==> src/sv/rpa_pkg.sv <==
// ============================================================================
// rpa_pkg: shared types and constants for the RSSI proximity alert
// Window geometry, zone codes, register indexes and the zone lookup tables.
// ============================================================================
package rpa_pkg;

    // Averaging window and LED bar size.
    localparam int WINDOW  = 8;
    localparam int LED_MAX = 10;

    // Derived widths for the moving average. The magnitude of the most
    // negative sum needs every bit of the sum width.
    localparam int IDX_W  = (WINDOW > 1) ? $clog2(WINDOW) : 1;
    localparam int FILL_W = $clog2(WINDOW + 1);
    localparam int SUM_W  = $clog2(128 * WINDOW) + 1;
    localparam int MAG_W  = SUM_W;
    localparam int CNT_W  = $clog2(MAG_W + 1);

    // Fixed field widths.
    localparam int RSSI_W    = 8;
    localparam int ZONE_W    = 3;
    localparam int LED_W     = 4;
    localparam int BEEP_W    = 9;
    localparam int PER_W     = 10;
    localparam int TIME_W    = 16;
    localparam int CFG_IDX_W = 3;
    localparam int CFG_W     = 16;

    // Transaction kinds.
    localparam logic REQ_SAMPLE = 1'b0;
    localparam logic REQ_TICK   = 1'b1;

    // Zone codes.
    localparam logic [ZONE_W-1:0] ZONE_UNKNOWN    = 3'd0;
    localparam logic [ZONE_W-1:0] ZONE_VERY_CLOSE = 3'd1;
    localparam logic [ZONE_W-1:0] ZONE_CLOSE      = 3'd2;
    localparam logic [ZONE_W-1:0] ZONE_MEDIUM     = 3'd3;
    localparam logic [ZONE_W-1:0] ZONE_FAR        = 3'd4;
    localparam logic [ZONE_W-1:0] ZONE_EDGE       = 3'd5;

    // Configuration register indexes.
    localparam logic [CFG_IDX_W-1:0] CFG_ALERT_EN  = 3'd0;
    localparam logic [CFG_IDX_W-1:0] CFG_BUZZER_EN = 3'd1;
    localparam logic [CFG_IDX_W-1:0] CFG_THR_VC    = 3'd2;
    localparam logic [CFG_IDX_W-1:0] CFG_THR_C     = 3'd3;
    localparam logic [CFG_IDX_W-1:0] CFG_THR_M     = 3'd4;
    localparam logic [CFG_IDX_W-1:0] CFG_THR_F     = 3'd5;
    localparam logic [CFG_IDX_W-1:0] CFG_TIMEOUT   = 3'd6;

    // Request to the iterative divider.
    typedef struct packed {
        logic                    start;
        logic signed [SUM_W-1:0] dividend;
        logic [FILL_W-1:0]       divisor;
    } div_req_t;

    // One result transaction.
    typedef struct packed {
        logic [ZONE_W-1:0]        zone;
        logic signed [RSSI_W-1:0] avg_rssi;
        logic                     led_on;
        logic [LED_W-1:0]         lit_count;
        logic                     beep_start;
        logic [BEEP_W-1:0]        beep_ms;
        logic                     buzz_halt;
    } rsp_t;

    function automatic logic [PER_W-1:0] blink_period(input logic [ZONE_W-1:0] z);
        logic [PER_W-1:0] p;
        unique case (z)
            ZONE_VERY_CLOSE: p = 10'd50;
            ZONE_CLOSE:      p = 10'd100;
            ZONE_MEDIUM:     p = 10'd200;
            ZONE_FAR:        p = 10'd400;
            ZONE_EDGE:       p = 10'd800;
            default:         p = '0;
        endcase
        return p;
    endfunction

    function automatic logic [LED_W-1:0] zone_leds(input logic [ZONE_W-1:0] z);
        int n;
        unique case (z)
            ZONE_VERY_CLOSE: n = 10;
            ZONE_CLOSE:      n = 7;
            ZONE_MEDIUM:     n = 5;
            ZONE_FAR:        n = 3;
            ZONE_EDGE:       n = 1;
            default:         n = 0;
        endcase
        if (n > LED_MAX)
        begin
            n = LED_MAX;
        end
        return n[LED_W-1:0];
    endfunction

    function automatic logic [ZONE_W-1:0] classify(
        input logic signed [RSSI_W-1:0] a,
        input logic signed [RSSI_W-1:0] t_vc,
        input logic signed [RSSI_W-1:0] t_c,
        input logic signed [RSSI_W-1:0] t_m,
        input logic signed [RSSI_W-1:0] t_f
    );
        logic [ZONE_W-1:0] z;
        priority if (a >= t_vc) z = ZONE_VERY_CLOSE;
        else if (a >= t_c)      z = ZONE_CLOSE;
        else if (a >= t_m)      z = ZONE_MEDIUM;
        else if (a >= t_f)      z = ZONE_FAR;
        else                    z = ZONE_EDGE;
        return z;
    endfunction

endpackage

==> src/sv/rpa_req_if.sv <==
// ============================================================================
// rpa_req_if: request channel
// Carries a sample or tick transaction with valid/ready handshake.
// ============================================================================
interface rpa_req_if;
    logic        valid;
    logic        ready;
    logic        req_type;
    logic signed [7:0] rssi_sample;

    modport source (output valid, output req_type, output rssi_sample, input ready);
    modport sink   (input valid, input req_type, input rssi_sample, output ready);
endinterface

==> src/sv/rpa_rsp_if.sv <==
// ============================================================================
// rpa_rsp_if: result channel
// Carries one result transaction with valid/ready handshake.
// ============================================================================
interface rpa_rsp_if;
    logic        valid;
    logic        ready;
    logic [2:0]  zone;
    logic signed [7:0] avg_rssi;
    logic        led_on;
    logic [3:0]  lit_count;
    logic        beep_start;
    logic [8:0]  beep_ms;
    logic        buzz_halt;

    modport source (output valid, output zone, output avg_rssi, output led_on,
                    output lit_count, output beep_start, output beep_ms,
                    output buzz_halt, input ready);
    modport sink   (input valid, input zone, input avg_rssi, input led_on,
                    input lit_count, input beep_start, input beep_ms,
                    input buzz_halt, output ready);
endinterface

==> src/sv/rpa_divider.sv <==
// ============================================================================
// rpa_divider: iterative signed divider
// Restoring division of the window sum by the fill count, one quotient bit
// per cycle, truncating toward zero.
// ============================================================================
module rpa_divider (
    input  logic                      clk,
    input  logic                      rst_n,
    input  rpa_pkg::div_req_t         req,
    output logic                      done,
    output logic signed [rpa_pkg::RSSI_W-1:0] quotient
);
    import rpa_pkg::*;

    logic              busy_reg, busy_next;
    logic              done_reg, done_next;
    logic [CNT_W-1:0]  cnt_reg, cnt_next;
    logic [FILL_W:0]   rem_reg, rem_next;
    logic [MAG_W-1:0]  quo_reg, quo_next;
    logic [FILL_W-1:0] dsr_reg, dsr_next;
    logic              neg_reg, neg_next;

    logic [SUM_W-1:0]  abs_sum;
    logic [FILL_W:0]   shifted;
    logic [MAG_W-1:0]  signed_quo;

    always_comb
    begin
        abs_sum = req.dividend[SUM_W-1] ? (-req.dividend) : req.dividend;
        shifted = {rem_reg[FILL_W-1:0], quo_reg[MAG_W-1]};

        busy_next = busy_reg;
        done_next = 1'b0;
        cnt_next  = cnt_reg;
        rem_next  = rem_reg;
        quo_next  = quo_reg;
        dsr_next  = dsr_reg;
        neg_next  = neg_reg;

        if (req.start)
        begin
            busy_next = 1'b1;
            cnt_next  = CNT_W'(MAG_W);
            rem_next  = '0;
            quo_next  = abs_sum[MAG_W-1:0];
            dsr_next  = req.divisor;
            neg_next  = req.dividend[SUM_W-1];
        end
        else if (busy_reg)
        begin
            // One restoring step: trial subtract and shift in the quotient bit.
            if (shifted >= {1'b0, dsr_reg})
            begin
                rem_next = shifted - {1'b0, dsr_reg};
                quo_next = {quo_reg[MAG_W-2:0], 1'b1};
            end
            else
            begin
                rem_next = shifted;
                quo_next = {quo_reg[MAG_W-2:0], 1'b0};
            end
            cnt_next = cnt_reg - 1'b1;
            if (cnt_reg == CNT_W'(1))
            begin
                busy_next = 1'b0;
                done_next = 1'b1;
            end
        end
    end

    always_ff @(posedge clk or negedge rst_n)
    begin
        if (!rst_n)
        begin
            busy_reg <= 1'b0;
            done_reg <= 1'b0;
            cnt_reg  <= '0;
        end
        else
        begin
            busy_reg <= busy_next;
            done_reg <= done_next;
            cnt_reg  <= cnt_next;
        end
    end

    always_ff @(posedge clk)
    begin
        rem_reg <= rem_next;
        quo_reg <= quo_next;
        dsr_reg <= dsr_next;
        neg_reg <= neg_next;
    end

    assign signed_quo = neg_reg ? (-quo_reg) : quo_reg;
    assign quotient   = signed_quo[RSSI_W-1:0];
    assign done       = done_reg;

endmodule

==> src/sv/rssi_proximity_alert.sv <==
// A tick's result goes through the pending register into the output register. A sample's
// result first waits on the divider, which gives one quotient bit a cycle.
// One transaction at a time: ready returns as the result is loaded into the output register,
// and stays low while the sink leaves the output register full.
// A finished result may wait in the output register while the next transaction is worked on.
// Reset is asynchronous and active low; it restores the register defaults and empties the window.
// ============================================================================
// rssi_proximity_alert: proximity zoning from a moving average of RSSI
// Samples feed a ring moving average that is sorted into zones by four
// thresholds; millisecond ticks drive the timeout, LED blinking and beeps.
// ============================================================================
module rssi_proximity_alert (
    input  logic                              clk,
    input  logic                              rst_n,
    rpa_req_if.sink                           req,
    rpa_rsp_if.source                         rsp,
    input  logic                              cfg_we,
    input  logic [rpa_pkg::CFG_IDX_W-1:0]     cfg_idx,
    input  logic [rpa_pkg::CFG_W-1:0]         cfg_data
);
    import rpa_pkg::*;

    // The sequencer: idle, waiting on the divider, or holding a finished
    // result until the output register is free.
    typedef enum logic [1:0] {
        S_IDLE,
        S_DIV,
        S_PEND
    } state_t;

    state_t state_reg, state_next;

    // Configuration registers.
    logic                     alert_en_reg, alert_en_next;
    logic                     buzzer_en_reg, buzzer_en_next;
    logic signed [RSSI_W-1:0] thr_vc_reg, thr_vc_next;
    logic signed [RSSI_W-1:0] thr_c_reg, thr_c_next;
    logic signed [RSSI_W-1:0] thr_m_reg, thr_m_next;
    logic signed [RSSI_W-1:0] thr_f_reg, thr_f_next;
    logic [TIME_W-1:0]        timeout_reg, timeout_next;

    // Moving average and alert state.
    logic signed [RSSI_W-1:0] ring_reg [WINDOW];
    logic [IDX_W-1:0]         ring_idx_reg, ring_idx_next;
    logic [FILL_W-1:0]        fill_reg, fill_next;
    logic signed [SUM_W-1:0]  sum_reg, sum_next;
    logic signed [RSSI_W-1:0] avg_reg, avg_next;
    logic [ZONE_W-1:0]        zone_reg, zone_next;
    logic [TIME_W-1:0]        since_sample_reg, since_sample_next;
    logic [TIME_W-1:0]        since_toggle_reg, since_toggle_next;
    logic                     led_reg, led_next;

    // Result holding and output registers.
    rsp_t                     pend_reg, pend_next;
    rsp_t                     out_reg, out_next;
    logic                     out_valid_reg, out_valid_next;

    // Divider handshake.
    div_req_t                 div_req;
    logic                     div_done;
    logic signed [RSSI_W-1:0] div_quo;

    logic                     ring_we;
    logic                     req_fire;
    logic                     full;
    logic signed [RSSI_W-1:0] old_sample;
    logic [ZONE_W-1:0]        new_zone;
    logic [TIME_W-1:0]        ss_inc;
    logic [TIME_W-1:0]        st_inc;
    logic [PER_W-1:0]         period;

    rpa_divider u_div (
        .clk      (clk),
        .rst_n    (rst_n),
        .req      (div_req),
        .done     (div_done),
        .quotient (div_quo)
    );

    assign req.ready = (state_reg == S_IDLE);
    assign req_fire  = req.valid && (state_reg == S_IDLE);

    always_comb
    begin
        state_next        = state_reg;
        alert_en_next     = alert_en_reg;
        buzzer_en_next    = buzzer_en_reg;
        thr_vc_next       = thr_vc_reg;
        thr_c_next        = thr_c_reg;
        thr_m_next        = thr_m_reg;
        thr_f_next        = thr_f_reg;
        timeout_next      = timeout_reg;
        ring_idx_next     = ring_idx_reg;
        fill_next         = fill_reg;
        sum_next          = sum_reg;
        avg_next          = avg_reg;
        zone_next         = zone_reg;
        since_sample_next = since_sample_reg;
        since_toggle_next = since_toggle_reg;
        led_next          = led_reg;
        pend_next         = pend_reg;
        out_next          = out_reg;
        out_valid_next    = out_valid_reg;
        div_req           = '0;
        ring_we           = 1'b0;

        full       = (fill_reg == FILL_W'(WINDOW));
        old_sample = ring_reg[ring_idx_reg];
        new_zone   = classify(div_quo, thr_vc_reg, thr_c_reg, thr_m_reg, thr_f_reg);
        ss_inc     = (since_sample_reg == '1) ? since_sample_reg : since_sample_reg + 1'b1;
        st_inc     = (since_toggle_reg == '1) ? since_toggle_reg : since_toggle_reg + 1'b1;
        period     = blink_period(zone_reg);

        // Configuration writes; indexes beyond the list are ignored.
        if (cfg_we)
        begin
            unique case (cfg_idx)
                CFG_ALERT_EN:  alert_en_next  = cfg_data[0];
                CFG_BUZZER_EN: buzzer_en_next = cfg_data[0];
                CFG_THR_VC:    thr_vc_next    = cfg_data[RSSI_W-1:0];
                CFG_THR_C:     thr_c_next     = cfg_data[RSSI_W-1:0];
                CFG_THR_M:     thr_m_next     = cfg_data[RSSI_W-1:0];
                CFG_THR_F:     thr_f_next     = cfg_data[RSSI_W-1:0];
                CFG_TIMEOUT:   timeout_next   = cfg_data[TIME_W-1:0];
                default:       ;
            endcase
        end

        // The output register drains whenever the sink takes the result.
        if (out_valid_reg && rsp.ready)
        begin
            out_valid_next = 1'b0;
        end

        unique case (state_reg)
            S_IDLE:
            begin
                if (req_fire)
                begin
                    if (req.req_type == REQ_SAMPLE)
                    begin
                        // Once the window is full the oldest sample drops out
                        // of the sum as the new one replaces it in the ring.
                        ring_we  = 1'b1;
                        sum_next = sum_reg + SUM_W'(req.rssi_sample)
                                   - (full ? SUM_W'(old_sample) : SUM_W'(0));
                        if (!full)
                        begin
                            fill_next = fill_reg + 1'b1;
                        end
                        ring_idx_next = (ring_idx_reg == IDX_W'(WINDOW - 1))
                                        ? '0 : ring_idx_reg + 1'b1;
                        since_sample_next = '0;
                        div_req.start     = 1'b1;
                        div_req.dividend  = sum_next;
                        div_req.divisor   = fill_next;
                        state_next        = S_DIV;
                    end
                    else
                    begin
                        // Tick: the counters always advance; alerts only act when enabled.
                        since_sample_next    = ss_inc;
                        since_toggle_next    = st_inc;
                        pend_next.beep_start = 1'b0;
                        pend_next.beep_ms    = '0;
                        pend_next.buzz_halt  = 1'b0;
                        if (alert_en_reg)
                        begin
                            if (ss_inc > timeout_reg)
                            begin
                                // Entering unknown stops the buzzer, once only.
                                if (zone_reg != ZONE_UNKNOWN)
                                begin
                                    zone_next           = ZONE_UNKNOWN;
                                    pend_next.buzz_halt = 1'b1;
                                end
                            end
                            else if ((zone_leds(zone_reg) != '0) && (period != '0)
                                     && (st_inc >= TIME_W'(period)))
                            begin
                                led_next          = !led_reg;
                                since_toggle_next = '0;
                                if (!led_reg && buzzer_en_reg)
                                begin
                                    pend_next.beep_start = 1'b1;
                                    pend_next.beep_ms    = period[PER_W-1:1];
                                end
                            end
                        end
                        pend_next.zone      = zone_next;
                        pend_next.avg_rssi  = avg_reg;
                        pend_next.led_on    = led_next;
                        pend_next.lit_count = zone_leds(zone_next);
                        state_next          = S_PEND;
                    end
                end
            end

            S_DIV:
            begin
                if (div_done)
                begin
                    avg_next             = div_quo;
                    zone_next            = new_zone;
                    pend_next.zone       = new_zone;
                    pend_next.avg_rssi   = div_quo;
                    pend_next.led_on     = led_reg;
                    pend_next.lit_count  = zone_leds(new_zone);
                    pend_next.beep_start = 1'b0;
                    pend_next.beep_ms    = '0;
                    pend_next.buzz_halt  = 1'b0;
                    state_next           = S_PEND;
                end
            end

            S_PEND:
            begin
                if (!out_valid_reg || rsp.ready)
                begin
                    out_next       = pend_reg;
                    out_valid_next = 1'b1;
                    state_next     = S_IDLE;
                end
            end

            default:
            begin
                state_next = S_IDLE;
            end
        endcase
    end

    always_ff @(posedge clk or negedge rst_n)
    begin
        if (!rst_n)
        begin
            state_reg        <= S_IDLE;
            alert_en_reg     <= 1'b0;
            buzzer_en_reg    <= 1'b1;
            thr_vc_reg       <= -8'sd50;
            thr_c_reg        <= -8'sd60;
            thr_m_reg        <= -8'sd70;
            thr_f_reg        <= -8'sd80;
            timeout_reg      <= 16'd5000;
            ring_idx_reg     <= '0;
            fill_reg         <= '0;
            sum_reg          <= '0;
            avg_reg          <= '0;
            zone_reg         <= ZONE_UNKNOWN;
            since_sample_reg <= '0;
            since_toggle_reg <= '0;
            led_reg          <= 1'b0;
            out_valid_reg    <= 1'b0;
        end
        else
        begin
            state_reg        <= state_next;
            alert_en_reg     <= alert_en_next;
            buzzer_en_reg    <= buzzer_en_next;
            thr_vc_reg       <= thr_vc_next;
            thr_c_reg        <= thr_c_next;
            thr_m_reg        <= thr_m_next;
            thr_f_reg        <= thr_f_next;
            timeout_reg      <= timeout_next;
            ring_idx_reg     <= ring_idx_next;
            fill_reg         <= fill_next;
            sum_reg          <= sum_next;
            avg_reg          <= avg_next;
            zone_reg         <= zone_next;
            since_sample_reg <= since_sample_next;
            since_toggle_reg <= since_toggle_next;
            led_reg          <= led_next;
            out_valid_reg    <= out_valid_next;
        end
    end

    // Payload registers carry no reset; ring entries are read only once written.
    always_ff @(posedge clk)
    begin
        pend_reg <= pend_next;
        out_reg  <= out_next;
        if (ring_we)
        begin
            ring_reg[ring_idx_reg] <= req.rssi_sample;
        end
    end

    assign rsp.valid      = out_valid_reg;
    assign rsp.zone       = out_reg.zone;
    assign rsp.avg_rssi   = out_reg.avg_rssi;
    assign rsp.led_on     = out_reg.led_on;
    assign rsp.lit_count  = out_reg.lit_count;
    assign rsp.beep_start = out_reg.beep_start;
    assign rsp.beep_ms    = out_reg.beep_ms;
    assign rsp.buzz_halt  = out_reg.buzz_halt;

endmodule

==> src/flat_wrapper.sv <==
// flat-port wrapper written by rule: the top's interface ports become plain ports
module rssi_proximity_alert_flat import rpa_pkg::*;
  (clk, rst_n, cfg_we, cfg_idx, cfg_data, req_valid, req_req_type, req_rssi_sample, req_ready, rsp_valid, rsp_zone, rsp_avg_rssi, rsp_led_on, rsp_lit_count, rsp_beep_start, rsp_beep_ms, rsp_buzz_halt, rsp_ready);
  rpa_req_if req_i ();
  rpa_rsp_if rsp_i ();
  input  logic clk;
  input  logic rst_n;
  input  logic cfg_we;
  input  logic [rpa_pkg::CFG_IDX_W-1:0] cfg_idx;
  input  logic [rpa_pkg::CFG_W-1:0] cfg_data;
  input wire logic [$bits(req_i.valid)-1:0] req_valid;
  input wire logic [$bits(req_i.req_type)-1:0] req_req_type;
  input wire logic [$bits(req_i.rssi_sample)-1:0] req_rssi_sample;
  output wire logic [$bits(req_i.ready)-1:0] req_ready;
  output wire logic [$bits(rsp_i.valid)-1:0] rsp_valid;
  output wire logic [$bits(rsp_i.zone)-1:0] rsp_zone;
  output wire logic [$bits(rsp_i.avg_rssi)-1:0] rsp_avg_rssi;
  output wire logic [$bits(rsp_i.led_on)-1:0] rsp_led_on;
  output wire logic [$bits(rsp_i.lit_count)-1:0] rsp_lit_count;
  output wire logic [$bits(rsp_i.beep_start)-1:0] rsp_beep_start;
  output wire logic [$bits(rsp_i.beep_ms)-1:0] rsp_beep_ms;
  output wire logic [$bits(rsp_i.buzz_halt)-1:0] rsp_buzz_halt;
  input wire logic [$bits(rsp_i.ready)-1:0] rsp_ready;
  assign req_i.valid = req_valid;
  assign req_i.req_type = req_req_type;
  assign req_i.rssi_sample = req_rssi_sample;
  assign req_ready = req_i.ready;
  assign rsp_valid = rsp_i.valid;
  assign rsp_zone = rsp_i.zone;
  assign rsp_avg_rssi = rsp_i.avg_rssi;
  assign rsp_led_on = rsp_i.led_on;
  assign rsp_lit_count = rsp_i.lit_count;
  assign rsp_beep_start = rsp_i.beep_start;
  assign rsp_beep_ms = rsp_i.beep_ms;
  assign rsp_buzz_halt = rsp_i.buzz_halt;
  assign rsp_i.ready = rsp_ready;
  rssi_proximity_alert u_core (.clk(clk), .rst_n(rst_n), .req(req_i), .rsp(rsp_i), .cfg_we(cfg_we), .cfg_idx(cfg_idx), .cfg_data(cfg_data));
endmodule
==> config.mk <==
export PLATFORM = sky130hd
export DESIGN_NAME = rssi_proximity_alert_flat
export DESIGN_NICKNAME = d
export VERILOG_FILES = /design/src/sv/rpa_pkg.sv /design/src/sv/rpa_req_if.sv /design/src/sv/rpa_rsp_if.sv /design/src/sv/rpa_divider.sv /design/src/sv/rssi_proximity_alert.sv /design/src/flat_wrapper.sv
export SDC_FILE = /design/constraint.sdc
export NUM_CORES = 1
export LEC_CHECK = 0
export BUFFER_PORTS_ARGS = -buffer_cell sky130_fd_sc_hd__clkbuf_2
export CAP_MARGIN = 20
export CORE_MARGIN = 2
export CORE_UTILIZATION = 45
export DETAILED_ROUTE_END_ITERATION = 10
export HOLD_SLACK_MARGIN = 0.12
export REMOVE_ABC_BUFFERS = 1
export SLEW_MARGIN = 20
export SYNTH_ARGS = -nofsm -noshare
export SYNTH_HDL_FRONTEND = slang
export SYNTH_SLANG_ARGS = --single-unit
==> constraint.sdc <==
create_clock -name clk -period 5.6 [get_ports clk]
set_input_delay 1.12 -clock clk [delete_from_list [all_inputs] [get_ports clk]]
set_output_delay 1.12 -clock clk [all_outputs]
set_load 0.05 [all_outputs]
After elaboration in Yosys (flattened, before gate mapping)
Memory sizes are Yosys's and may differ from the RTL's.
Cells that the tools add are included.
- register bits: 195
- bits in latches: 0
- RAM bits: 64
- ROM bits: 0
- input bits: 33
- memories kept: 1
- add/subtract/negate cells: 10
- multiply operators: 0
- divide/modulo/power cells: 0
- magnitude comparators: 10
- equal/unequal tests: 32
- shift operators: 0
- mux-type cells: 88
- bitwise operators: 3
- reductions and logical operators: 30
- memory list (name ; words ; width ; rd ports ; clocked after memory_dff ; wr ports ; line ; source):
    u_core.ring_reg ; 8 ; 8 ; 1 ; 0 ; 1 ; rssi_proximity_alert.sv:43 ; logic signed [RSSI_W-1:0] ring_reg [WINDOW];
- operators with widths (cell ; count):
    32-bit two-way mux ; 10
    16-bit two-way mux ; 9
    32-bit by 5-bit greater-than comparator with 1-bit output (second input constant) ; 3
    27-bit two-way mux ; 3
    4-bit case mux with 5 select lines ; 3
    11-bit two-way mux ; 5
    27-bit case mux with 2 select lines ; 1
    10-bit case mux with 5 select lines ; 1
    4-bit two-way mux ; 12
    3-bit two-way mux ; 13
    16-bit by 1-bit adder with 16-bit output (second input constant) ; 2
    16-bit equality test (second input constant) ; 2
    8-bit >= comparator ; 4
    3-bit equality test (second input constant) ; 10
    10-bit two-way mux ; 3
    3-bit by 2-bit equality test with 1-bit output (second input constant) ; 8
    1-bit two-way mux ; 21
    2-bit AND reduction ; 10
    16-bit by 10-bit >= comparator with 1-bit output ; 1
    16-bit greater-than comparator ; 1
    3-bit by 1-bit equality test with 1-bit output (second input constant) ; 4
    11-bit by 8-bit adder with 11-bit output ; 1
    11-bit negation ; 1
    11-bit subtractor ; 1
    29 further kinds ; 44

Longest topological paths before layout
Gate-level depths: netlist (run 1).
- depth after elaboration: 24
- gate-level depth with buffers: 21

By module
Synthesis (run 1) repeated with hierarchy kept, for this count alone.
- cells, all modules: 1252
- area total of the unflattened synthesis: 13884.6 µm²
- modules (own cells, without submodules) (module ; instances ; cells an instance ; area each (µm²)):
    rssi_proximity_alert ; 1 ; 1094 ; 12303.0
    rpa_divider ; 1 ; 158 ; 1581.5

Worst setup path before layout (run 1)
No wires, ideal clock.
- kind: register -> register
- from: reg u_core.ring_idx_reg[0]
- to: reg u_core.u_div.quo_reg[9] (data pin)
- setup time: 0.265 ns
- arrival time: 4.224 ns
- data required time: 5.335 ns
- setup slack: 1.111 ns
- stages on the path, launching flop included: 17
- cell sequence: dfrtp_1 > clkbuf_1 > clkbuf_1 > mux2_2 > a311oi_1 > nor2_1 > fa_1 > inv_1 > ha_1 > a211oi_2 > nor2_1 > a311o_1 > a21o_1 > a21oi_1 > xor2_1 > xor2_1 > o21ai_1
- word-level cells in the longest chain between the ends: 9
- RTL lines (item ; line ; source):
    start, declared ; rssi_proximity_alert.sv:44 ; logic [IDX_W-1:0] ring_idx_reg, ring_idx_next;
    start signal, assigned ; rssi_proximity_alert.sv:265 ; ring_idx_reg <= ring_idx_next;
    memory read 8 x 8 bit (*) ; - ;
    11-bit two-way mux (*) ; rssi_proximity_alert.sv:146 ; - (full ? SUM_W'(old_sample) : SUM_W'(0));
    11-bit subtractor (*) ; rssi_proximity_alert.sv:146 ;
    16-bit two-way mux (*) ; rssi_proximity_alert.sv:140 ; if (req.req_type == REQ_SAMPLE)
    16-bit two-way mux (*) ; rssi_proximity_alert.sv:138 ; if (req_fire)
    16-bit two-way mux (*) ; rssi_proximity_alert.sv:135 ; unique case (state_reg)
    11-bit negation ; rpa_divider.sv:29 ; abs_sum = req.dividend[SUM_W-1] ? (-req.dividend) : req.dividend;
    11-bit two-way mux (*) ; rpa_divider.sv:29 ;
    11-bit two-way mux (*) ; rpa_divider.sv:40 ; if (req.start)
    via u_core.u_div.quo_next[9] ; rpa_divider.sv:19 ; logic [MAG_W-1:0] quo_reg, quo_next;
    end signal, assigned ; rpa_divider.sv:90 ; quo_reg <= quo_next;
    end, declared ; rpa_divider.sv:19 ;
Mark *: on every way through the listed nets, which the timed path passes. The rest lies on a longest branch.
A chain may end at the register's enable or synchronous reset.

Final worst setup path (run 1)
- from: reg u_core.ring_idx_reg[1]
- to: reg u_core.u_div.quo_reg[6] (data pin)
Same word-level chain as after synthesis.

==> impl_metrics.tcl, run 1 <==
set metrics [dict create \
    die_h_um 178.3 \
    syn_area_mm2 0.01367 \
    pin_count 62 \
    yosys-top-cells-area "edfxtp_1 (29%), dfrtp_1 (18%), ha_1 (7.6%), dfstp_2 (4.2%), nand2_1 (3.7%)" \
    finalWirelength_um 27780 \
    clk_path_buf_depth 3 \
    p_seq_share_pct 35.2 \
    cellInternalPower_uw 4962 \
    ys_types 78 \
    worst-path-buf-inv 1 \
    final_util_pct 51.47 \
    gr-total-overflow 0 \
    start_util_pct 45.86 \
    n_fill_cell 2665 \
    min_period_ns 4.863 \
    crit_path_max_fanout 17 \
    antenna_found_initial 0 \
    grt_pass1_wl_um 46370 \
    worstMarginPinSlew_ns 0.9901 \
    switching_share_pct 37.65 \
    die_w_um 178.3 \
    via_per_inst 5.266 \
    vias 9063 \
    synth_seq_cells 259 \
    seq_area_frac_synth_pct 52.39 \
    hold_viol 0 \
    synth_warnings 0 \
    cpPeakStageDelay_ns 0.67 \
    min_period_over_period_pct 86.84 \
    tns_ns 0 \
    clock.fmax_mhz 205.6 \
    relSlewSlack_pct 33.65 \
    cts_tree "done" \
    die_area_mm2 0.03178 \
    crit_type "reg2reg" \
    n_antenna_cell 0 \
    wl_per_cell_um 16.14 \
    place_congestion 0.8031 \
    clk_pin_slew_ns 0.06 \
    combPwrFrac_pct 41.6 \
    worstPathArrival_ns 5.24 \
    port_buffers 61 \
    power.switching_uw 2997 \
    synth_edf_count 134 \
    grt_pass1_vias 9110 \
    maxCapViolations 0 \
    min_path_type "reg2reg" \
    yosys.area.top_type "edfxtp_1" \
    cts.sinks 259 \
    pwr-share-clk_pct 23.2 \
    layout_common_cells "nand2_1 (134), edfxtp_1 (134), inv_1 (125)" \
    synthArstFlopShare_pct 46.72 \
    largest_register_ffs 64 \
    cellPowerDensity_mw_per_mm2 518.9 \
    grt_max_degree 58 \
    cp_slowest_cell "or4_1" \
    startpoint_type "flop" \
    core_mm2 0.02980 \
    worstPathRequired_ns 5.98 \
    critical_path.cell_chain "inv_2 > nor2_1 > a221oi_1 > a21oi_1 > a311oi_1 > nor2_1 > fa_1 > fa_1 > nand2b_1 > a21oi_1 > o31ai_2 > mux2i_1 > nand4bb_1 > or4_1 > o211ai_1" \
    row_count 63 \
    layout.nets 1436 \
    yosys.area.top_type_share_pct 29.45 \
    ir_worst_vdd_mv 0.3925 \
    drc_errors 0 \
    insertion_delay_ns 0.55 \
    first_pass_iters 5 \
    cp-end-kind "flop" \
    status "finished clean" \
    ant_nets 0 \
    synth-main-ff-cell "edfxtp_1" \
    cts_setup_buffers 0 \
    skew_ns 0.02089 \
    cp_top_family "simple AND/OR/NAND/NOR gates" \
    final_cells 1721 \
    area_delta_synth_final_pct 12.22 \
    p_leak_uw 0.006609 \
    cts-root-buf "clkbuf_16" \
    track_usage_pct 18.34 \
    synth_area_per_cell_um2 10.95 \
    ctsHoldBuffers 0 \
    drt-initial-drc-count 552 \
    finalMaxSlewViolations 0 \
    dpl.hpwl_um 19450 \
    finalSetupViolations 0 \
    synth_cells 1248 \
    cts_buffers 29 \
    cts_resized 0 \
    placed_cells 1668 \
    htreeDepth 1 \
    post_route_cells_drive_above_1_share_pct 16.30 \
    rsz0062_at_grt "no" \
    p_total_uw 7959 \
]
[worst paths after layout]
| path | endpoint | from | cells after the start | slack [ns] |
|---|---|---|---|---|
| worst max register to register | u_core.u_div.quo_reg[6] | u_core.ring_idx_reg[1] | 15 | 0.74 |
| min in group asynchronous | u_core.since_toggle_reg[11] | rst_n | 1 | 0.58 |
| worst min-delay path | u_core.rsp.zone[0] | u_core.pend_reg[24] | 0 | 0.42 |
| worst max-delay path | u_core.u_div.quo_reg[6] | u_core.ring_idx_reg[1] | 15 | 0.74 |
| worst min register to register | u_core.rsp.zone[0] | u_core.pend_reg[24] | 0 | 0.42 |
| max in group asynchronous | u_core.thr_f_reg[2] | rst_n | 2 | 3.84 |
[worst register-to-register path, delay by kind of cell (launching register included)]
| family | cells | cell delay, ns |
|---|---|---|
| flip-flops | 1 | 0.61 |
| multiplexers | 1 | 0.12 |
| AND/OR/NAND/NOR | 5 | 1.57 |
| buffers and inverters | 1 | 0.29 |
| AO/OA/AOI/OAI | 6 | 1.16 |
| adder cells (fa/ha/maj) | 2 | 0.96 |
[per-layer routing]
layer  wire length (um)  global-route usage [%]
met1              12250                   23.63
met3                952                   2.515
met2              14060                   32.82
met5                  0                       0
met4                516                   4.201
[synth_stat cells, types with 6 or more instances]
cell and count:
o21a_1 8, mux2i_1 18, nand3_1 25, clkbuf_1 40
o21ai_0 67, dfrtp_1 99, nor3b_1 6, dfstp_2 22
a31oi_1 11, o31ai_1 9, mux2_2 39, a21oi_1 47
inv_1 125, nand2_1 134, xor2_1 17, a211oi_1 8
fa_1 11, nand2b_1 20, nor2_1 88, and3_1 7
ha_1 83, nor2b_1 13, and2_1 6, a22o_1 14
a21o_1 20, mux4_2 9, nor3_1 22, nand4_1 13
edfxtp_1 134, xnor2_1 32, or3_1 8
[cell type report]
class                           count  area, um2  share of cell area [%]
Clock inverter                     20      180.2                   1.175
Timing Repair Buffer               79      442.9                   2.888
Tap cell                          390      488.0                   3.182
Multi-Input combinational cell    813       5848                   38.13
Sequential cell                   259       7159                   46.68
Inverter                          127      476.7                   3.108
Clock buffer                       33      740.7                   4.830
[power groups by stage]
stage          clock network [uW]  registers (uW)  logic, uW
2_1_floorplan                   0            2890       2430
3_3_place_gp                    0            2830       3260
3_5_place_dp                    0            2840       3330
4_1_cts                      1910            2800       3350
5_1_grt                      1970            2860       3810
6_report                     1850            2800       3310
[logic make-up after synthesis]
logic type / synth area share (%)
buf+inv: 5.026
xor+xnor: 3.140
mux: 6.180
simple gates: 13.19
compound gates: 10.86
fa+ha+maj: 9.211
flops: 52.39
[through the flow]
step | hold slack (ns) | setup WS, ns | area (um2)
floorplan | 0.4003 | 1.047 | 13460
global placement | 0.4006 | 0.8396 | 14420
detailed placement | 0.4045 | 0.7626 | 14420
CTS | 0.4176 | 0.7340 | 15340
global route | 0.4244 | 0.4424 | 15340
finish | 0.4175 | 0.7371 | 15340
No activity file was read; power rests on OpenSTA's default activity.
==> run 2, diff against run 1 <==
--- a/config.mk
+++ b/config.mk
@@ -5,8 +5,9 @@
 export SDC_FILE = /design/constraint.sdc
 export NUM_CORES = 1
 export LEC_CHECK = 0
+export ABC_AREA = 1
 export BUFFER_PORTS_ARGS = -buffer_cell sky130_fd_sc_hd__clkbuf_2
-export CAP_MARGIN = 20
+export CAP_MARGIN = 30
 export CORE_MARGIN = 2
 export CORE_UTILIZATION = 45
 export DETAILED_ROUTE_END_ITERATION = 10
==> impl_metrics.tcl, run 2 <==
set metrics [dict create \
    seq_area_frac_synth_pct 52.36 \
    hold_viol 0 \
    status "finished clean" \
    timing.hold.ws_ns 0.4175 \
    antenna_found_initial 0 \
    worst-path-buf-inv 6 \
    rsz0062_at_grt "no" \
    path_common_cell "inv_1" \
    worstPathArrival_ns 4.53 \
    drt-initial-drc-count 627 \
    r2r_cells 22 \
    yosys.area.top_type_share_pct 29.43 \
    drc_errors 0 \
    gr-total-overflow 0 \
    die_area_mm2 0.03180 \
    synth_area_per_cell_um2 9.221 \
    ctsHoldBuffers 0 \
    cts_setup_buffers 0 \
    relSlewSlack_pct 38.68 \
    cp_top_family "simple AND/OR/NAND/NOR gates" \
    port_buffers 61 \
    dpl.hpwl_um 20720 \
    whs_path_depth 0 \
    p_leak_uw 0.007123 \
    wl_per_cell_um 14.81 \
    die_h_um 178.3 \
    cts_buffers 30 \
    die_w_um 178.3 \
    layout.nets 1691 \
    min_period_over_period_pct 75.44 \
    largest_register_ffs 64 \
    synth_commonest_cells "nand2_1 (318), inv_1 (247), edfxtp_1 (134)" \
    n_antenna_cell 0 \
    pin_count 62 \
    layout_setup_ws_ns 1.375 \
    clk_pin_slew_ns 0.06 \
    area_delta_synth_final_pct 13.46 \
    via_per_inst 5.089 \
    syn_area_mm2 0.01367 \
    reg2reg_to "u_core.u_div.quo_reg[7]" \
    synthArstFlopShare_pct 46.72 \
    min_path_type "reg2reg" \
    layout_common_cells "nand2_1 (318), inv_1 (247), edfxtp_1 (134)" \
    finalWirelength_um 29290 \
    htreeDepth 1 \
    cts.sinks 259 \
    first_pass_iters 6 \
    cts_tree "done" \
    placed_cells 1918 \
    finalMaxSlewViolations 0 \
    post_route_cells_drive_above_1_share_pct 12.28 \
    critical_path.cell_chain "inv_1 > nand3_1 > inv_1 > a22oi_1 > nand2_1 > a221oi_1 > nand2_1 > inv_1 > nor2_1 > fa_1 > inv_1 > ha_1 > inv_1 > nor3_1 > nand3_1 > nand4_1 > or2_0 > nand3_1 > inv_2 > nand3b_1 > nand2_1 > nand2_1" \
    cp-end-kind "flop" \
    clk_path_buf_depth 3 \
    startpoint_type "flop" \
    cpPeakStageDelay_ns 0.52 \
    insertion_delay_ns 0.55 \
    row_count 63 \
    cts_resized 0 \
    grt_pass1_wl_um 48170 \
    final_common_cell "nand2_1" \
    ant_nets 0 \
    core_mm2 0.02980 \
    yosysMostFrequentCell "nand2_1" \
    crit_path_max_fanout 17 \
    finalSetupViolations 0 \
    hp-start "u_core.pend_reg[0]" \
    start_util_pct 45.89 \
    cellPowerDensity_mw_per_mm2 542.2 \
    worstMarginPinSlew_ns 0.9167 \
    pre_cts_slack_ns 1.429 \
    whs_endpoint "u_core.rsp.buzz_halt" \
    track_usage_pct 19.01 \
    synth_warnings 0 \
    synth-main-ff-cell "edfxtp_1" \
    maxCapViolations 0 \
    grt_max_degree 44 \
    synth_seq_cells 259 \
    place_congestion 0.8562 \
    grt_pass1_vias 9633 \
    final_cells 1978 \
    synth_edf_count 134 \
    clock.fmax_mhz 236.7 \
    min_period_ns 4.225 \
    r2r_setup_slack_ns 1.38 \
    synth_cells 1483 \
    cp_slowest_cell "fa_1" \
    tns_ns 0 \
    yosys-top-cells-area "edfxtp_1 (29%), dfrtp_1 (18%), nand2_1 (8.7%), ha_1 (7.6%), inv_1 (6.8%)" \
    worstPathRequired_ns 5.90 \
    vias 10070 \
    crit_type "reg2reg" \
    yosys.area.top_type "edfxtp_1" \
    ys_types 51 \
    cts-root-buf "clkbuf_16" \
    skew_ns 0.01169 \
    regToRegStartpoint "u_core.ring_idx_reg[0]" \
    ir_worst_vdd_mv 0.2790 \
]
==> run 2: per-stage QoR <==
step | area [um2] | total power (uW) | utilization, %
2_1_floorplan | 13550 | 5583 | -
3_3_place_gp | 14430 | 6409 | 48.44
3_5_place_dp | 14470 | 6501 | 48.55
4_1_cts | 15440 | 8468 | 51.84
5_1_grt | 15510 | 9156 | 52.07
6_report | 15510 | 8413 | 52.07
==> run 2: layer usage <==
| metal | global-route usage, % | vias up | share of wire [%] |
|---|---|---|---|
| met5 | 0 | - | 0 |
| li1 | - | 5107 | - |
| met1 | 25.57 | 4738 | 47 |
| met2 | 32.06 | 163 | 47 |
| met3 | 2.280 | 58 | 3.4 |
| met4 | 6.199 | 0 | 3.1 |
==> run 2: how the worst max path moves through the flow <==
stage                                start                    endpoint  cells past startpoint
global placement    u_core.ring_idx_reg[0]     u_core.u_div.quo_reg[7]                     22
global route        u_core.ring_idx_reg[0]     u_core.u_div.quo_reg[6]                     22
floorplan                        req_valid  u_core.since_toggle_reg[0]                      6
CTS                 u_core.ring_idx_reg[0]     u_core.u_div.quo_reg[9]                     22
detailed placement  u_core.ring_idx_reg[0]     u_core.u_div.quo_reg[9]                     22
finish              u_core.ring_idx_reg[0]     u_core.u_div.quo_reg[7]                     22
==> run 2: cells by family after synthesis <==
family	Yosys count	synth area share (%)
AO/OA/AOI/OAI	261	10.94
XOR/XNOR	26	1.665
adder cells (fa/ha/maj)	94	9.205
buffers and inverters	278	7.805
flip-flops	259	52.36
AND/OR/NAND/NOR	565	18.03
==> run 2: power breakdown <==
group	internal, uW	leakage, uW	switching (uW)	total (uW)
Sequential	2650	0.00278	284	2940
Combinational	1210	0.00386	2350	3560
Clock	1150	0.000484	771	1920
Total	5010	0.00712	3400	8410
==> run 2: cell type report <==
| class | count | area [um2] |
|---|---|---|
| fillers | 2791 | 14280 |
| flip-flops and latches | 259 | 7159 |
| multi-input cells | 946 | 5464 |
| inverters | 250 | 938.4 |
| clock buffers | 35 | 790.8 |
| well taps | 390 | 488.0 |
| repair buffers | 77 | 485.5 |
| clock inverters | 21 | 188.9 |
==> run 3, diff against run 2 <==
==> constraint.sdc (replaced) <==
create_clock -name clk -period 4.3 [get_ports clk]
set_input_delay 0.86 -clock clk [delete_from_list [all_inputs] [get_ports clk]]
set_output_delay 0.86 -clock clk [all_outputs]
set_load 0.05 [all_outputs]
==> impl_metrics.tcl, run 3 (synthesis results as in run 2) <==
set metrics [dict create \
    status "finished clean" \
    min_period_ns 4.009 \
    ir_worst_vdd_mv 0.4873 \
    hold_viol 0 \
    layout.nets 1695 \
    regToRegStartpoint "u_core.ring_idx_reg[1]" \
    worstPathRequired_ns 4.60 \
    critical_path.cell_chain "nor2_2 > nand2_1 > inv_1 > a221oi_1 > a41oi_1 > fa_1 > fa_1 > inv_1 > nand3_1 > nand2_1 > nand2_1 > nand3_1 > nand3_1 > nor2_1 > nand4_1 > nand2_1 > nand2_1 > nand2_1 > nand2_1" \
    r2r_setup_slack_ns 0.29 \
    cts_tree "done" \
    final_util_pct 51.91 \
    grt_pass1_wl_um 49020 \
    die_w_um 178.3 \
    ant_nets 0 \
    row_count 63 \
    htreeDepth 1 \
    clk_path_buf_depth 3 \
    r2r_cells 19 \
    p_total_uw 10830 \
    crit_type "reg2reg" \
    area_delta_synth_final_pct 13.10 \
    cp_slowest_cell "fa_1" \
    grt_max_degree 72 \
    reg2reg_to "u_core.u_div.quo_reg[9]" \
    drt-initial-drc-count 662 \
    worstMarginPinSlew_ns 0.8996 \
    antenna_found_initial 0 \
    place_congestion 0.8270 \
    crit_path_max_fanout 8 \
    insertion_delay_ns 0.55 \
    pin_count 62 \
    rsz0062_at_grt "no" \
    die_area_mm2 0.03180 \
    port_buffers 61 \
    largest_register_ffs 64 \
    finalMaxSlewViolations 0 \
    vias 10130 \
    power.switching_uw 4484 \
    track_usage_pct 19.18 \
    cellInternalPower_uw 6347 \
    pwr-share-clk_pct 21.6 \
    startpoint_type "flop" \
    layout_common_cells "nand2_1 (318), inv_1 (245), edfxtp_1 (134)" \
    core_mm2 0.02980 \
    via_per_inst 5.113 \
    layout_setup_ws_ns 0.2908 \
    cts.sinks 259 \
    p_leak_uw 0.007072 \
    cpPeakStageDelay_ns 0.53 \
    gr-total-overflow 0 \
    start_util_pct 45.89 \
    final_common_cell "nand2_1" \
    finalWirelength_um 29400 \
    min_period_over_period_pct 93.24 \
    cp-end-kind "flop" \
    place_area_mm2 0.01452 \
    p_seq_share_pct 35.3 \
    path_common_cell "nand2_1" \
    die_h_um 178.3 \
    wl_per_cell_um 14.84 \
    tns_ns 0 \
    clk_pin_slew_ns 0.06 \
    pre_cts_slack_ns 0.1675 \
    min_path_type "in2async" \
    first_pass_iters 5 \
    clock.fmax_mhz 249.4 \
    n_antenna_cell 0 \
    switching_share_pct 41.40 \
    worstPathArrival_ns 4.31 \
    cp-endpoint "u_core.u_div.quo_reg[9]" \
    combPwrFrac_pct 43.1 \
    worstSetupStartpoint "u_core.ring_idx_reg[1]" \
    cts-root-buf "clkbuf_16" \
    maxCapViolations 0 \
    grt_pass1_vias 9865 \
    skew_ns 0.01524 \
    finalSetupViolations 0 \
    final_area_mm2 0.01547 \
    relSlewSlack_pct 39.80 \
    cts_buffers 29 \
    drc_errors 0 \
    cellPowerDensity_mw_per_mm2 700.3 \
    dpl.hpwl_um 20980 \
    post_route_cells_drive_above_1_share_pct 12.82 \
    ctsHoldBuffers 0 \
]
-- run 3: cell types whose count changed in the layout (fill, tap and decap cells not counted), sizes merged --
cell / previous run / this run
clkbuf: 95 / 90
clkinvlp: 3 / 6
buf: 17 / 21
clkinv: 15 / 18
bufinv: 3 / 1
-- run 3: routing by layer --
layer	share of wire (%)	GRT usage [%]	vias to the layer above
met3	3.5	2.195	50
met2	48	32.51	185
met4	2.5	5.488	0
met5	0	0	-
li1	-	-	5109
met1	46	26.04	4785
-- run 3: stage by stage --
stage	hold slack [ns]	cells
4_1_cts	0.3677	1978
3_5_place_dp	0.4045	1924
5_1_grt	0.4031	1981
2_1_floorplan	0.4003	1455
6_report	0.3524	1981
3_3_place_gp	0.4012	1922
-- run 3: power by group through the flow --
| stage | clock, uW | sequential [uW] | combinational [uW] |
|---|---|---|---|
| 5_1_grt | 2500 | 3910 | 5380 |
| 6_report | 2340 | 3830 | 4660 |
| 3_5_place_dp | 0 | 3870 | 4640 |
| 4_1_cts | 2390 | 3830 | 4670 |
| 3_3_place_gp | 0 | 3850 | 4530 |
| 2_1_floorplan | 0 | 4030 | 3240 |
-- run 3: layout make-up --
type	instances	area, um2
clock inverter	24	175.2
fill	2772	14330
inverter	250	943.4
timing repair inverter	1	5.005
multi-input combinational	946	5475
timing repair buffer	81	488.0
clock buffer	30	729.5
sequential	259	7162
tap	390	488.0
-- run 3: how the worst min path moves through the flow --
stage                   startpoint                           to  slack (ns)  cells after the start
2_1_floorplan  u_core.pend_reg[16]       u_core.rsp.avg_rssi[0]        0.40                      0
3_3_place_gp   u_core.pend_reg[19]       u_core.rsp.avg_rssi[3]        0.40                      0
3_5_place_dp   u_core.pend_reg[10]        u_core.rsp.beep_start        0.40                      0
4_1_cts                      rst_n  u_core.since_toggle_reg[14]        0.37                      1
5_1_grt                      rst_n   u_core.since_toggle_reg[5]        0.40                      1
6_report                     rst_n   u_core.since_toggle_reg[5]        0.35                      1
-- run 3: critical path: cells and delay by family (launching register included) --
family / cells / cell delay (ns)
AND/OR/NAND/NOR: 13 / 1.47
adder cells (fa/ha/maj): 2 / 1.01
flip-flops: 1 / 0.47
AO/OA/AOI/OAI: 2 / 0.44
buffers and inverters: 2 / 0.38
-- run 3: timing repair --
action / in CTS / in global routing
gates resized for setup: 0 / 9
setup endpoints to repair: 0 / 11
buffers inserted: 0 / 1
